File: config.mk
export PLATFORM = sky130hd
export DESIGN_NAME = cobs_crc32_frame_decoder_unit
export DESIGN_NICKNAME = d
export VERILOG_FILES = /design/src/rtl/cobsc_pkg.sv /design/src/rtl/cobs_crc32_frame_decoder_unit.sv /design/src/rtl/cobsc_decode.sv /design/src/rtl/cobsc_out_reg.sv
export SDC_FILE = /design/constraint.sdc
export NUM_CORES = 1
export LEC_CHECK = 0
export ABC_AREA = 1
export BUFFER_PORTS_ARGS = -buffer_cell sky130_fd_sc_hd__buf_4
export CELL_PAD_IN_SITES_DETAIL_PLACEMENT = 0
export CELL_PAD_IN_SITES_GLOBAL_PLACEMENT = 1
export CORE_MARGIN = 3
export CORE_UTILIZATION = 48
export CTS_BUF_LIST = sky130_fd_sc_hd__clkbuf_2 sky130_fd_sc_hd__clkbuf_4 sky130_fd_sc_hd__clkbuf_8
export CTS_CLUSTER_DIAMETER = 80
export DETAILED_ROUTE_END_ITERATION = 8
export PLACE_DENSITY_LB_ADDON = 0.1
export SKIP_LAST_GASP = 1
export SYNTH_ARGS = -nofsm -noshare
export SYNTH_HDL_FRONTEND = slang
export SYNTH_SLANG_ARGS = --single-unit
export TNS_END_PERCENT = 5
File: constraint.sdc
create_clock -name i_clk -period 7.63 [get_ports i_clk]
set_input_delay 0.3815 -clock i_clk [delete_from_list [all_inputs] [get_ports i_clk]]
set_output_delay 0.3815 -clock i_clk [all_outputs]
set_load 0.05 [all_outputs]
File: src/rtl/cobsc_pkg.sv
package cobsc_pkg;

    localparam int unsigned ByteW  = 8;
    localparam int unsigned CapW   = 16;
    localparam int unsigned CountW = 17;
    localparam int unsigned CrcW   = 32;

    localparam logic [CrcW-1:0]   CrcPoly     = 32'hEDB8_8320;
    localparam logic [ByteW-1:0]  NoZeroCode  = 8'hFF;
    localparam logic [CapW-1:0]   CapReset    = 16'd255;
    localparam logic [CountW-1:0] CrcBytes    = 17'd4;

    typedef struct packed {
        logic              byte_valid;
        logic [ByteW-1:0]  out_byte;
        logic              frame_done;
        logic              frame_good;
        logic [CapW-1:0]   payload_length;
    } t_result;

endpackage

File: src/rtl/cobs_crc32_frame_decoder_unit.sv
// COBS frame decoder with CRC-32 check.
// The slave stream takes one encoded byte per transfer in s_axis_tdata[7:0].
// The master stream gives one result per decoded byte and per closing zero:
// m_axis_tuser is set when m_axis_tdata[7:0] carries a decoded byte,
// m_axis_tlast marks the transfer that closes the frame, and on that transfer
// m_axis_tdata[8] tells a good frame (CRC residue zero, at least four bytes)
// and m_axis_tdata[24:9] the payload length without the four CRC bytes.
// A code byte that follows a 0xFF code gives no result at all.
// The user must write the capacity register through i_cfg_we/i_cfg_wdata
// only while the block is idle; the block itself does not enforce this. A
// frame that decodes more bytes than capacity is closed. Each input byte
// passes the input register, then the decode and CRC step into the result
// register. While the receiver keeps up, one byte is taken every cycle, set by
// the byte-wide CRC step. When the receiver stalls, the result register
// holds and the input register fills, after which s_axis_tready drops until
// the result is taken. Reset clears the frame state and sets capacity to 255.
module cobs_crc32_frame_decoder_unit (
    input  logic        i_clk,
    input  logic        i_rst_n,
    input  logic        i_cfg_we,
    input  logic [15:0] i_cfg_wdata,
    input  logic        s_axis_tvalid,
    output logic        s_axis_tready,
    input  logic [7:0]  s_axis_tdata,   // [7:0] in_byte
    output logic        m_axis_tvalid,
    input  logic        m_axis_tready,
    output logic [31:0] m_axis_tdata,   // [7:0] out_byte, [8] frame_good,
                                        // [24:9] payload_length, [31:25] zero
    output logic        m_axis_tuser,   // [0] byte_valid
    output logic        m_axis_tlast    // frame_done
);
    import cobsc_pkg::*;

    logic    out_free;
    logic    load;
    t_result dec_result;
    t_result out_result;

    cobsc_decode u_decode (
        .i_clk         (i_clk),
        .i_rst_n       (i_rst_n),
        .i_cfg_we      (i_cfg_we),
        .i_cfg_wdata   (i_cfg_wdata),
        .s_axis_tvalid (s_axis_tvalid),
        .s_axis_tready (s_axis_tready),
        .s_axis_tdata  (s_axis_tdata),
        .i_out_free    (out_free),
        .o_load        (load),
        .o_result      (dec_result)
    );

    cobsc_out_reg u_out_reg (
        .i_clk    (i_clk),
        .i_rst_n  (i_rst_n),
        .i_load   (load),
        .i_result (dec_result),
        .o_free   (out_free),
        .o_valid  (m_axis_tvalid),
        .i_ready  (m_axis_tready),
        .o_result (out_result)
    );

    assign m_axis_tdata = {7'd0, out_result.payload_length, out_result.frame_good,
                           out_result.out_byte};
    assign m_axis_tuser = out_result.byte_valid;
    assign m_axis_tlast = out_result.frame_done;

endmodule

File: src/rtl/cobsc_decode.sv
module cobsc_decode (
    input  logic                    i_clk,
    input  logic                    i_rst_n,
    input  logic                    i_cfg_we,
    input  logic [15:0]             i_cfg_wdata,
    input  logic                    s_axis_tvalid,
    output logic                    s_axis_tready,
    input  logic [7:0]              s_axis_tdata,
    input  logic                    i_out_free,
    output logic                    o_load,
    output cobsc_pkg::t_result      o_result
);
    import cobsc_pkg::*;

    function automatic logic [CrcW-1:0] crc_byte(input logic [CrcW-1:0] crc,
                                                 input logic [ByteW-1:0] b);
        logic [CrcW-1:0] c;
        c = crc ^ {{(CrcW-ByteW){1'b0}}, b};
        for (int k = 0; k < ByteW; k++) begin
            c = c[0] ? ((c >> 1) ^ CrcPoly) : (c >> 1);
        end
        return c;
    endfunction

    logic [CapW-1:0]   r_capacity;
    logic              r_in_valid;
    logic [ByteW-1:0]  r_in_byte;
    logic [ByteW-1:0]  r_bytes_left, n_bytes_left;
    logic [ByteW-1:0]  r_last_code, n_last_code;
    logic [CountW-1:0] r_count, n_count;
    logic [CrcW-1:0]   r_crc, n_crc;

    logic              adv, has_left, is_zero, ins_zero, emit, ovf, close, produce, good;
    logic [ByteW-1:0]  emit_val;
    logic [CrcW-1:0]   crc_new, res_crc;
    logic [CountW-1:0] cnt_new, res_cnt, len_full;

    assign adv           = r_in_valid && i_out_free;
    assign s_axis_tready = !r_in_valid || adv;

    always_ff @(posedge i_clk) begin
        if (!i_rst_n) begin
            r_capacity <= CapReset;
        end else if (i_cfg_we) begin
            r_capacity <= i_cfg_wdata;
        end
    end

    always_ff @(posedge i_clk) begin
        if (!i_rst_n) begin
            r_in_valid <= 1'b0;
        end else if (s_axis_tvalid && s_axis_tready) begin
            r_in_valid <= 1'b1;
        end else if (adv) begin
            r_in_valid <= 1'b0;
        end
    end

    always_ff @(posedge i_clk) begin
        if (s_axis_tvalid && s_axis_tready) begin
            r_in_byte <= s_axis_tdata;
        end
    end

    // A data byte is decoded while a block is open, or as the implied zero
    // that a new code byte inserts unless the previous code was 0xFF.
    always_comb begin
        has_left = (r_bytes_left != '0);
        is_zero  = (r_in_byte == '0);
        ins_zero = (r_last_code != NoZeroCode);
        emit     = has_left || (!is_zero && ins_zero);
        emit_val = has_left ? r_in_byte : '0;
        crc_new  = crc_byte(r_crc, emit_val);
        cnt_new  = r_count + 1'b1;
        ovf      = emit && (cnt_new > {1'b0, r_capacity});
        close    = ovf || (!has_left && is_zero);
        produce  = emit || close;
        res_crc  = emit ? crc_new : r_crc;
        res_cnt  = emit ? cnt_new : r_count;
        good     = close && (res_crc == '0) && (res_cnt >= CrcBytes);
        len_full = res_cnt - CrcBytes;

        o_result.byte_valid     = emit;
        o_result.out_byte       = emit_val;
        o_result.frame_done     = close;
        o_result.frame_good     = good;
        o_result.payload_length = good ? len_full[CapW-1:0] : '0;
    end

    assign o_load = adv && produce;

    always_comb begin
        n_bytes_left = r_bytes_left;
        n_last_code  = r_last_code;
        n_count      = res_cnt;
        n_crc        = res_crc;
        if (close) begin
            n_bytes_left = '0;
            n_last_code  = NoZeroCode;
            n_count      = '0;
            n_crc        = '0;
        end else if (has_left) begin
            n_bytes_left = r_bytes_left - 1'b1;
        end else begin
            n_last_code  = r_in_byte;
            n_bytes_left = r_in_byte - 1'b1;
        end
    end

    always_ff @(posedge i_clk) begin
        if (!i_rst_n) begin
            r_bytes_left <= '0;
            r_last_code  <= NoZeroCode;
            r_count      <= '0;
            r_crc        <= '0;
        end else if (adv) begin
            r_bytes_left <= n_bytes_left;
            r_last_code  <= n_last_code;
            r_count      <= n_count;
            r_crc        <= n_crc;
        end
    end

`ifndef SYNTHESIS
    a_close_clears: assert property (@(posedge i_clk) disable iff (!i_rst_n)
        adv && close |=> (r_count == '0) && (r_crc == '0) && (r_bytes_left == '0)
                         && (r_last_code == NoZeroCode))
        else $error("frame state not cleared after frame end");

    a_left_below_code: assert property (@(posedge i_clk) disable iff (!i_rst_n)
        (r_bytes_left != '0) |-> (r_bytes_left < r_last_code))
        else $error("pending byte count exceeds its code byte");

    a_empty_crc: assert property (@(posedge i_clk) disable iff (!i_rst_n)
        (r_count == '0) |-> (r_crc == '0))
        else $error("CRC residue nonzero with no decoded bytes");

    a_no_byte_is_end: assert property (@(posedge i_clk) disable iff (!i_rst_n)
        o_load && !o_result.byte_valid |-> o_result.frame_done)
        else $error("result without a byte does not close the frame");
`endif

endmodule

File: src/rtl/cobsc_out_reg.sv
module cobsc_out_reg (
    input  logic                    i_clk,
    input  logic                    i_rst_n,
    input  logic                    i_load,
    input  cobsc_pkg::t_result      i_result,
    output logic                    o_free,
    output logic                    o_valid,
    input  logic                    i_ready,
    output cobsc_pkg::t_result      o_result
);
    import cobsc_pkg::*;

    logic    r_valid;
    t_result r_result;

    assign o_free   = !r_valid || i_ready;
    assign o_valid  = r_valid;
    assign o_result = r_result;

    always_ff @(posedge i_clk) begin
        if (!i_rst_n) begin
            r_valid <= 1'b0;
        end else if (i_load) begin
            r_valid <= 1'b1;
        end else if (i_ready) begin
            r_valid <= 1'b0;
        end
    end

    always_ff @(posedge i_clk) begin
        if (i_load) begin
            r_result <= i_result;
        end
    end

endmodule
-- Yosys cells after proc, flatten, opt, wreduce, memory -nomap -nowiden
Cells that the tools add are included.
- multiplexer cells: 21
- $add $sub $neg: 4
- reduce and logical (&&, ||, !) cells: 23
- eq/ne operators: 2
- order comparisons: 2
- bitwise gates (word level): 9
- operator list (kind ; number):
    2-to-1 mux 32 bit ; 10
    inverter 13 -> 14 bit ; 8
    2-to-1 mux 8 bit ; 5
    2-to-1 mux 17 bit ; 2
    zero test 32 bit ; 1
    XOR 32 x 8 -> 32 bit ; 1
    adder 17 x 1 -> 17 bit (second input constant) ; 1
    greater-or-equal comparator 17 x 3 -> 1 bit (second input constant) ; 1
    > comparator 17 x 16 -> 1 bit ; 1
    subtractor 16 x 3 -> 16 bit (second input constant) ; 1
    subtractor 8 x 1 -> 8 bit (second input constant) ; 2
    logical AND 1 bit ; 8
    zero test 8 bit ; 1
    inequality test 8 bit (second input constant) ; 1
    nonzero test 8 bit ; 1
    logical OR 1 bit ; 5
    zero test 1 bit ; 4
    2-to-1 mux 1 bit ; 4
    nonzero test 2 bit ; 2
    inequality test 2 bit (second input constant) ; 1
    AND reduction 2 bit ; 1
- input port bits: 29
- bits in registers: 118
- output and inout bits: 36
- word-level logic and storage cells: 74

-- Depth between registers and ports, before layout
Gate-level depths: netlist of the first run.
- depth in word-level cells: 23
- gate-level depth with buffers: 25
- mapped depth without buffers: 24

-- Modules after synthesis
A second synthesis of the first run with hierarchy kept.
- cells, all modules: 1225
- area, all modules: 8236.6 um^2
- modules (own cells, without submodules) (module ; cells each ; area each (um^2) ; times used ; seq. area each (um^2)):
    cobsc_decode ; 1184 ; 7323.3 ; 1 ; 1881.8
    cobsc_out_reg ; 33 ; 857.1 ; 1 ; 830.8
    cobs_crc32_frame_decoder_unit ; 8 ; 56.3 ; 1 ; 0.0

-- Worst setup path after synthesis of the first run
No wires, ideal clock.
- path type: register to register
- start: register u_decode.r_count[0]
- end: register u_out_reg.r_result (netlist bit u_out_reg.o_result[0]), enable pin
- clock period less this slack: 3.378 ns
- cell stages (with the launch flop): 23
- setup slack: 4.252 ns
- setup time: 0.382 ns
- required time: 7.248 ns
- arrival: 2.996 ns
- path buffers: 1
- cell sequence: dfxtp_1 > ha_1 > nand2_1 > nor2_1 > nand2_1 > nor2_2 > nand2_1 > nor2_1 > nand3_1 > nand2_1 > inv_1 > ha_1 > nand2_1 > nor2_1 > a211oi_1 > nand2_1 > nand2_1 > nand2_1 > a21oi_2 > inv_1 > clkbuf_1 > o21ai_0 > inv_1
- RTL lines (what ; RTL line ; RTL):
    start: declaration ; cobsc_decode.sv:30 ; logic [CountW-1:0] r_count, n_count;
    start signal: assignment ; cobsc_decode.sv:119 ; r_count <= n_count;
    end signal: assignment ; cobsc_out_reg.sv:32 ; r_result <= i_result;
    end: declaration ; cobsc_out_reg.sv:14 ; t_result r_result;

-- Worst setup path in the final report of the first run
- start: register u_decode.r_count[0]
- end: register u_out_reg.r_result (netlist bit u_out_reg.o_result[11]), enable pin
- cells in the longest elaborated chain, start to end: 6
- RTL lines (what ; RTL line ; RTL):
    adder 17 x 1 -> 17 bit ; cobsc_decode.sv:74 ; cnt_new = r_count + 1'b1;
    > comparator 17 x 16 -> 1 bit ; cobsc_decode.sv:75 ; ovf = emit && (cnt_new > {1'b0, r_capacity});
    logical AND 1 bit ; cobsc_decode.sv:75 ;
    logical OR 1 bit ; cobsc_decode.sv:76 ; close = ovf || (!has_left && is_zero);
    logical OR 1 bit ; cobsc_decode.sv:77 ; produce = emit || close;
    logical AND 1 bit ; cobsc_decode.sv:90 ; assign o_load = adv && produce;
    net load ; cobs_crc32_frame_decoder_unit.sv:35 ; logic load;
The timed path passes the listed nets, and every way through them passes these cells.
A chain may end at the register's enable or synchronous reset.

==> reports/summary.txt, run 1 <==
minimum clock period: 4.190 ns
flops & latches, synth: 118
# setup viols final: 0
Die ar.: 0.01813 mm²
kind of critical path: flip-flop to flip-flop
Skew-Pair Late Insertion Delay: 0.46 ns
RSZ-0062 raised after global routing: false
Distinct cells, synth: 45
CTS tree: done
Final Max Slew Viols: 0
Tcrit/Tclk final: 54.92%
number of vias per cell: 5.114
CP startpoint kind: flip-flop
port buffer count: 57
first-pass GRT wire length: 35.38 mm
nets: 1305
Syn-to-layout area delta: 10.36%
CP arrival: 4.20 ns
Core Util, Final: 54.61%
io pins: 65
post-detail-place hpwl: 15.42 mm
Total GRT Usage: 24.69%
cell area after placement: 0.008411 mm²
crit-path max cell delay: 0.64 ns
met2 Resource Use GR: 41.44%
layout cell share with drive strength beyond 1: 13.40%
Mapped Cells: 1218
DRT Pass-1 Iters: 5
GPL Wtd Cong: 0.8419
pin count of the biggest net entering global routing: 65
CTS Buf Count: 17
crit path max-delay cell type: inv_1
Final Cell Area: 0.008768 mm²
Cell Chain, Critical Path: ha_1 > nand2_1 > nor2_1 > nand2_1 > nor2_2 > nand2_1 > nor2_1 > nand3_1 > nand2_1 > inv_1 > ha_1 > nand2_1 > nor2_1 > a211oi_1 > nand2_1 > nand2_1 > nand2_1 > a21oi_2 > inv_1 > o21ai_0 > inv_1
multi-input logic area: 0.004452 mm²
fill count: 1651
post-synthesis sequential area ratio: 34.14%
Post-Route WL: 21.88 mm
Layout Skew: 0.006689 ns
vias in the first global route: 6916
post-CTS resize count: 0
Via Count: 7594
cell mode on critical path: nand2_1
register area: 0.002713 mm²
gr ovfl total: 0
TNS Setup: 0 ns
final hold vios: 0
slew of the pin with the lowest slew margin: 1.198 ns
Root Buffer: clkbuf_8
n_diodes: 0
Reg2Reg Setup Slack: 3.44 ns
CORE AREA: 0.01606 mm²
H-tree depth: 4
maxcap violations: 0
Setup Fix Bufs, Post-CTS: 0
status: finished, final reports clean
clk buf depth: 2
GR met1 Demand/Resource: 32.54%
wire per inst: 14.73 µm
syn avg cell area: 6.523 µm²
Initial Util: 49.48%
Place WS: 3.482 ns
clock sink count: 118
row cnt: 46
met3 Track Usage GR: 4.545%
antenna violations before repair: 0
Clk pin slew, worst setup/hold paths: 0.07 ns
Die Width: 134.7 µm
CP Max Fanout: 27
HP Class: primary input to flip-flop
synth warn: 0
cts hold-fix bufs: 0
# DRC: 0
die height: 134.7 µm
Max Freq: 238.7 MHz
Critical Path RT: 7.64 ns
Hold Path Origin: s_axis_tdata[3]
CP Launch Point: u_decode.r_count[0]
Slew headroom: 20.06%
Top Usage Layer GRT: met2
final worst slack: 3.440 ns
CP endpoint kind: flip-flop
post-route ant nets: 0
R2R Path Start: u_decode.r_count[0]
Cell Area, Synth: 0.007945 mm²
DR iter-0 viols: 551
routing by layer:
metal / up-vias / share of wire [%]
met2: 201 / 47
met3: 35 / 5.3
met4: 0 / 1.8
met5: - / 0
li1: 3933 / -
met1: 3425 / 46
Yosys cell counts (all sizes together):
cell type,number,area share [%]
and2,2,0.16
a22oi,10,0.94
nor4,3,0.31
a21oi,75,4.8
xor2,21,2.3
o21ai,57,3.8
nor2,109,6.3
nor3,12,0.96
nand2,484,24
ha,20,3.1
dfxtp,83,21
o22ai,5,0.39
a211oi,1,0.095
edfxtp,35,13
conb,1,0.047
a21o,2,0.19
nand4,9,0.90
xnor2,2,0.22
nand3b,3,0.28
buf,31,2.8
clkinv,2,0.095
inv,138,6.5
nor3b,1,0.095
a41oi,1,0.11
o21a,1,0.095
or2,2,0.16
nand3,91,6.0
o21bai,1,0.095
clkbuf,16,0.76
cell families (layout without fill, tap and decap cells):
family / after synthesis / count (layout) / synth area share [%]
flip-flops: 118 / 118 / 34.14
AND/OR/NAND/NOR: 716 / 716 / 39.42
buffers and inverters: 187 / 232 / 10.14
XOR/XNOR: 23 / 23 / 2.536
adder cells (fa/ha/maj): 20 / 20 / 3.150
other: 1 / 7 / 0.04720
AO/OA/AOI/OAI: 153 / 153 / 10.57
worst max-delay path: cells and delay by family, from the launching register on:
family	cells	cell delay (ns)
AND/OR/NAND/NOR	13	1.16
buffers and inverters	3	0.86
AO/OA/AOI/OAI	3	0.77
adder cells (fa/ha/maj)	2	0.51
flip-flops	1	0.42
registers in the layout, indices dropped and copies added, names as in the netlist:
name                   cells
u_decode.r_bytes_left      8
u_out_reg.o_valid          1
u_decode.r_crc            32
u_decode.r_in_valid        1
u_decode.r_in_byte         8
u_decode.r_capacity       16
u_out_reg.o_result        27
u_decode.r_count          17
u_decode.r_last_code       8
per-stage QoR:
stage / cells / hold WS, ns
after floorplan: 1224 / 0.4329
after global placement: 1453 / 0.4552
after detailed placement: 1453 / 0.4557
after CTS: 1485 / 0.06728
after global routing: 1485 / 0.05304
final: 1485 / 0.08968
cells in the final DEF (no fill, tap or decap), types with 3 or more instances in the layout:
cell type  instances
a21oi_1           73
a22oi_1           10
buf_4             60
clkbuf_8          17
clkinv_2           5
clkinv_4           3
conb_1             7
dfxtp_1           83
edfxtp_1          35
ha_1              20
inv_1            128
inv_2             10
nand2_1          452
nand2_2           27
nand2_4            5
nand3_1           86
nand3_2            5
nand3b_1           3
nand4_1            8
nor2_1            91
nor2_2             8
nor2_4            10
nor3_1            10
o21ai_0           40
o21ai_1           12
o21ai_2            5
o22ai_1            5
xor2_1            21
layout make-up:
| class | instances | share of cell area, % |
|---|---|---|
| inverters | 140 | 5.993 |
| flip-flops and latches | 118 | 30.94 |
| well taps | 216 | 3.082 |
| clock buffers | 19 | 2.840 |
| multi-input cells | 919 | 50.77 |
| clock inverters | 13 | 1.241 |
| repair buffers | 60 | 5.137 |
path summary, 6_finish.rpt:
kind                       endpoint  depth (start not counted)
min           u_decode.r_in_byte[3]                          1
max          u_out_reg.o_result[11]                         21
min reg2reg  u_decode.r_capacity[3]                          2
max reg2reg  u_out_reg.o_result[11]                         21
Power of run 1 is left out: the tool's default activity adds up to more than one toggle a clock period on the data nets, which glitch-free logic cannot reach.
==> run 2: changes to the inputs <==
--- a/config.mk
+++ b/config.mk
@@ -10,7 +10,7 @@
 export CELL_PAD_IN_SITES_DETAIL_PLACEMENT = 0
 export CELL_PAD_IN_SITES_GLOBAL_PLACEMENT = 1
 export CORE_MARGIN = 3
-export CORE_UTILIZATION = 48
+export CORE_UTILIZATION = 45
 export CTS_BUF_LIST = sky130_fd_sc_hd__clkbuf_2 sky130_fd_sc_hd__clkbuf_4 sky130_fd_sc_hd__clkbuf_8
 export CTS_CLUSTER_DIAMETER = 80
 export DETAILED_ROUTE_END_ITERATION = 8
==> constraint.sdc (replaced) <==
create_clock -name i_clk -period 4.35 [get_ports i_clk]
set_input_delay 0.2175 -clock i_clk [delete_from_list [all_inputs] [get_ports i_clk]]
set_output_delay 0.2175 -clock i_clk [all_outputs]
set_load 0.05 [all_outputs]
==> reports/summary.txt, run 2 (synthesis results as in run 1) <==
status: finished, final reports clean
CTS tree: done
final worst slack: 0.5448 ns (-2.895 ns)
Syn-to-layout area delta: 13.87%
most common cell after layout, fill and taps aside: nand2_1
# setup viols final: 0 (unchanged)
vias in the first global route: 7161 (+3.5%)
antenna violations before repair: 0 (unchanged)
CP Max Fanout: 26 (-3.7%)
first-pass GRT wire length: 37.41 mm (+5.7%)
layout cell share with drive strength beyond 1: 13.63% (+0.24 points)
io pins: 65 (unchanged)
Max Freq: 262.8 MHz (+10%)
CP arrival: 3.97 ns (-0.23 ns)
Via Count: 7691 (+1.3%)
Total GRT Usage: 23.91% (-0.78 points)
final hold vios: 0 (unchanged)
TNS Setup: 0 ns (unchanged)
fill count: 1756 (+6.4%)
row cnt: 47 (+2.2%)
kind of critical path: flip-flop to flip-flop
post-route ant nets: 0 (unchanged)
Die Width: 138.9 µm (+3.1%)
CP endpoint kind: flip-flop
Initial Util: 46.91% (-2.6 points)
Cell Chain, Critical Path: ha_1 > nand2_1 > nor2_1 > nand2_1 > nor2_2 > nand2_1 > nor2_1 > nand3_1 > nand2_1 > inv_1 > ha_1 > nand2_1 > nor2_1 > a211oi_1 > nand2_1 > nand2_1 > nand2_1 > a21oi_2 > inv_1 > o21ai_0 > inv_1 > buf_4
maxcap violations: 0 (unchanged)
port buffer count: 57 (unchanged)
clock sink count: 118 (unchanged)
wire per inst: 15.19 µm (+3.1%)
n_diodes: 0 (unchanged)
post-CTS resize count: 0 (unchanged)
# DRC: 0 (unchanged)
HP Class: primary input to flip-flop
cell mode on critical path: nand2_1
Clk pin slew, worst setup/hold paths: 0.08 ns (about the same)
DRT Pass-1 Iters: 5 (unchanged)
pin count of the biggest net entering global routing: 58 (-11%)
Setup Fix Bufs, Post-CTS: 0 (unchanged)
Tcrit/Tclk final: 87.48% (+33 points)
largest register by flop count: u_decode.r_crc
commonest non-fill, non-tap cells in the layout: nand2_1 (452), inv_1 (128), nor2_1 (91)
Critical Path RT: 4.52 ns (-3.12 ns)
final non-filler cell total: 1511 (+1.8%)
Reg2Reg Setup Slack: 0.54 ns (-2.89 ns)
slew of the pin with the lowest slew margin: 0.8653 ns (-0.3325 ns)
Layout Skew: 0.01345 ns (+0.006760 ns)
clk buf depth: 2 (unchanged)
Die ar.: 0.01929 mm² (+6.4%)
DR iter-0 viols: 544 (-1.3%)
nets: 1327 (+1.7%)
gr ovfl total: 0 (unchanged)
post-detail-place hpwl: 16.25 mm (+5.4%)
H-tree depth: 4 (unchanged)
Root Buffer: clkbuf_8
minimum clock period: 3.805 ns (-0.3851 ns)
RSZ-0062 raised after global routing: false
crit-path max cell delay: 0.46 ns (-0.18 ns)
Slew headroom: 41.71% (+22 points)
GPL Wtd Cong: 0.8724 (+3.6%)
CTS Buf Count: 17 (unchanged)
Final Max Slew Viols: 0 (unchanged)
die height: 138.9 µm (+3.1%)
Skew-Pair Late Insertion Delay: 0.45 ns (about the same)
Post-Route WL: 22.95 mm (+4.9%)
crit path max-delay cell type: dfxtp_1
number of vias per cell: 5.090 (-0.47%)
CP startpoint kind: flip-flop
max FFs per register: 32 (unchanged)
Place WS: 0.6782 ns (-2.804 ns)
Inst Count DP: 1463 (+0.69%)
CORE AREA: 0.01694 mm² (+5.5%)
run 2: cell count changes in the layout (fill, tap and decap cells not counted), sizes merged:
| cell | before | now |
|---|---|---|
| clkbuf | 19 | 17 |
| clkinv | 10 | 9 |
| dlygate4sd3 | 0 | 16 |
| bufinv | 1 | 3 |
| buf | 60 | 66 |
| inv | 140 | 143 |
| clkinvlp | 2 | 0 |
run 2: final cells by class:
type	count	area (µm²)	area share (%)
flip-flops and latches	118	2713	29.98
clock buffers	17	234.0	2.586
well taps	220	275.3	3.042
inverters	140	525.5	5.808
repair buffers	82	655.6	7.247
multi-input cells	919	4452	49.20
clock inverters	15	192.7	2.130
run 2: stage by stage:
step	hold slack [ns]	utilization, %	instance area [µm²]
6_report	0.04194	53.42	9047
3_5_place_dp	0.3970	49.96	8461
2_1_floorplan	0.3164	-	7968
4_1_cts	0.001101	53.36	9037
5_1_grt	0.03834	53.42	9047
3_3_place_gp	0.3962	49.96	8461
run 2: per-layer routing:
metal  global-route usage (%)  part of all wire, %  routed length [µm]  vias to the layer above
li1                         -                    -                   -                     3984
met5                        0                    0                   0                        -
met3                    3.552                  4.1                 931                       27
met2                    40.96                   48               10960                      179
met4                    5.973                  1.6                 367                        0
met1                    31.81                   47               10690                     3501
run 2: final timing paths:
check / from / depth (start not counted) / endpoint
hold / removal: s_axis_tvalid / 3 / u_decode.r_in_valid
setup / recovery: u_decode.r_count[0] / 22 / u_out_reg.o_result[0]
hold reg to reg: u_decode.r_capacity[8] / 2 / u_decode.r_capacity[8]
setup reg to reg: u_decode.r_count[0] / 22 / u_out_reg.o_result[0]
run 2: what timing repair did:
action / CTS / global route
endpoints found under the hold margin: 15 / 1
setup endpoints to repair: 0 / 0
hold buffers: 15 / 1
run 2: worst max-delay path, delay by kind of cell, from the launching register on:
kind                       cells  cell delay, ns
adders and majority gates      2            0.51
AOI/OAI and AO/OA              3            0.67
and+or+nand+nor               13            1.22
buffers and inverters          4            0.62
DFF                            1            0.46
Power of run 2 is left out for the same reason.
==> run 3: changes to the inputs <==
==> constraint.sdc (replaced) <==
create_clock -name i_clk -period 4.2 [get_ports i_clk]
set_input_delay 0.21 -clock i_clk [delete_from_list [all_inputs] [get_ports i_clk]]
set_output_delay 0.21 -clock i_clk [all_outputs]
set_load 0.05 [all_outputs]
==> reports/summary.txt, run 3 (synthesis results as in run 1) <==
status: finished, final reports clean
io pins: 65 (unchanged)
CORE AREA: 0.01694 mm² (unchanged)
Skew-Pair Late Insertion Delay: 0.46 ns (about the same)
Post-Route WL: 22.90 mm (-0.22%)
CP arrival: 3.79 ns (-0.18 ns)
wire per inst: 15.14 µm (-0.35%)
clk buf depth: 2 (unchanged)
Syn-to-layout area delta: 14.31%
hold path depth: 3 (unchanged)
slew of the pin with the lowest slew margin: 0.8932 ns (+0.02797 ns)
Clk pin slew, worst setup/hold paths: 0.09 ns (about the same)
kind of critical path: flip-flop to flip-flop
register area: 0.002713 mm² (unchanged)
layout cell share with drive strength beyond 1: 13.77% (+0.13 points)
Max Freq: 276.5 MHz (+5.2%)
first-pass GRT wire length: 37.16 mm (-0.66%)
multi-input logic area: 0.004452 mm² (unchanged)
Initial Util: 46.91% (unchanged)
gr ovfl total: 0 (unchanged)
post-route ant nets: 0 (unchanged)
post-detail-place hpwl: 16.09 mm (-1.0%)
Layout Skew: 0.01552 ns (+0.002076 ns)
die height: 138.9 µm (unchanged)
pin count of the biggest net entering global routing: 53 (-8.6%)
Critical Path RT: 4.37 ns (-0.15 ns)
final hold vios: 0 (unchanged)
cts hold-fix bufs: 16 (+1)
CP startpoint kind: flip-flop
minimum clock period: 3.617 ns (-0.1879 ns)
maxcap violations: 0 (unchanged)
n_diodes: 0 (unchanged)
CP Max Fanout: 26 (unchanged)
R2R Path Start: u_decode.r_count[0]
Die ar.: 0.01929 mm² (unchanged)
GPL Wtd Cong: 0.8818 (+1.1%)
# setup viols final: 0 (unchanged)
H-tree depth: 4 (unchanged)
largest register by flop count: u_decode.r_crc
antenna violations before repair: 0 (unchanged)
max FFs per register: 32 (unchanged)
vias in the first global route: 7079 (-1.1%)
nets: 1329 (+0.15%)
FF-to-FF End: u_out_reg.o_result[1]
TNS Setup: 0 ns (unchanged)
clock sink count: 118 (unchanged)
# DRC: 0 (unchanged)
Hold Path End: u_decode.r_capacity[15]
Hold Path Origin: i_cfg_wdata[15]
Inst Count DP: 1465 (+0.14%)
port buffer count: 57 (unchanged)
DRT Pass-1 Iters: 5 (unchanged)
Via Count: 7690 (-0.013%)
most common cell after layout, fill and taps aside: nand2_1
Die Width: 138.9 µm (unchanged)
Final Max Slew Viols: 0 (unchanged)
CTS tree: done
fill count: 1771 (+0.85%)
number of vias per cell: 5.083 (-0.15%)
CP endpoint kind: flip-flop
R2R depth: 22 (unchanged)
Total GRT Usage: 23.92% (about the same)
commonest non-fill, non-tap cells in the layout: nand2_1 (452), inv_1 (128), nor2_1 (91)
final non-filler cell total: 1513 (+0.13%)
Root Buffer: clkbuf_8
Setup Fix Bufs, Post-CTS: 0 (unchanged)
Tcrit/Tclk final: 86.13% (-1.3 points)
post-CTS resize count: 0 (unchanged)
CTS Buf Count: 17 (unchanged)
HP Class: primary input to flip-flop
RSZ-0062 raised after global routing: false
Slew headroom: 40.45% (-1.3 points)
DR iter-0 viols: 570 (+4.8%)
row cnt: 47 (unchanged)
Reg2Reg Setup Slack: 0.58 ns (+0.04 ns)
run 3: per-layer routing:
metal	GRT usage, %	share of wire (%)	vias up
met1	31.70	46	3479
met4	7.621	2.3	0
met2	39.58	47	188
met3	4.517	4.7	37
li1	-	-	3986
met5	0	0	-
run 3: how the worst max path moves through the flow:
| stage | startpoint | end | slack [ns] | cells after the start |
|---|---|---|---|---|
| floorplan | u_decode.r_count[0] | u_out_reg.o_result[0] | 0.82 | 22 |
| detailed placement | u_decode.r_count[0] | u_out_reg.o_result[3] | 0.63 | 22 |
| global route | u_decode.r_count[0] | u_out_reg.o_result[18] | 0.15 | 20 |
| global placement | u_decode.r_count[0] | u_out_reg.o_result[0] | 0.69 | 20 |
| finish | u_decode.r_count[0] | u_out_reg.o_result[1] | 0.58 | 22 |
| CTS | u_decode.r_count[0] | u_out_reg.o_result[1] | 0.58 | 22 |
run 3: worst max-delay path, stage by stage, from the launching register on:
cell,delay [ns]
dfxtp_1,0.43
ha_1,0.21
nand2_1,0.07
nor2_1,0.12
nand2_1,0.10
nor2_2,0.15
nand2_1,0.09
nor2_1,0.12
nand3_1,0.08
nand2_1,0.10
inv_1,0.04
ha_1,0.29
nand2_1,0.07
nor2_1,0.04
a211oi_1,0.18
nand2_1,0.08
nand2_1,0.05
nand2_1,0.06
a21oi_2,0.19
inv_1,0.18
o21ai_0,0.27
inv_1,0.10
buf_4,0.27
run 3: metrics by stage:
step / instance area, µm² / utilization [%] / setup WS, ns / hold slack [ns]
after floorplan: 7968 / - / 0.8218 / 0.3089
after global placement: 8488 / 50.12 / 0.6937 / 0.3888
after detailed placement: 8488 / 50.12 / 0.6275 / 0.3894
after CTS: 9082 / 53.63 / 0.5841 / 0.006388
after global routing: 9082 / 53.63 / 0.1460 / 0.01688
final: 9082 / 53.63 / 0.5827 / 0.02796
run 3: area by class of cell:
type / count / share of cell area, %
flip-flops and latches: 118 / 29.87
repair buffers: 84 / 7.522
inverters: 140 / 5.786
well taps: 220 / 3.031
clock buffers: 20 / 2.962
multi-input cells: 919 / 49.02
clock inverters: 12 / 1.818
Power of run 3 is left out for the same reason.
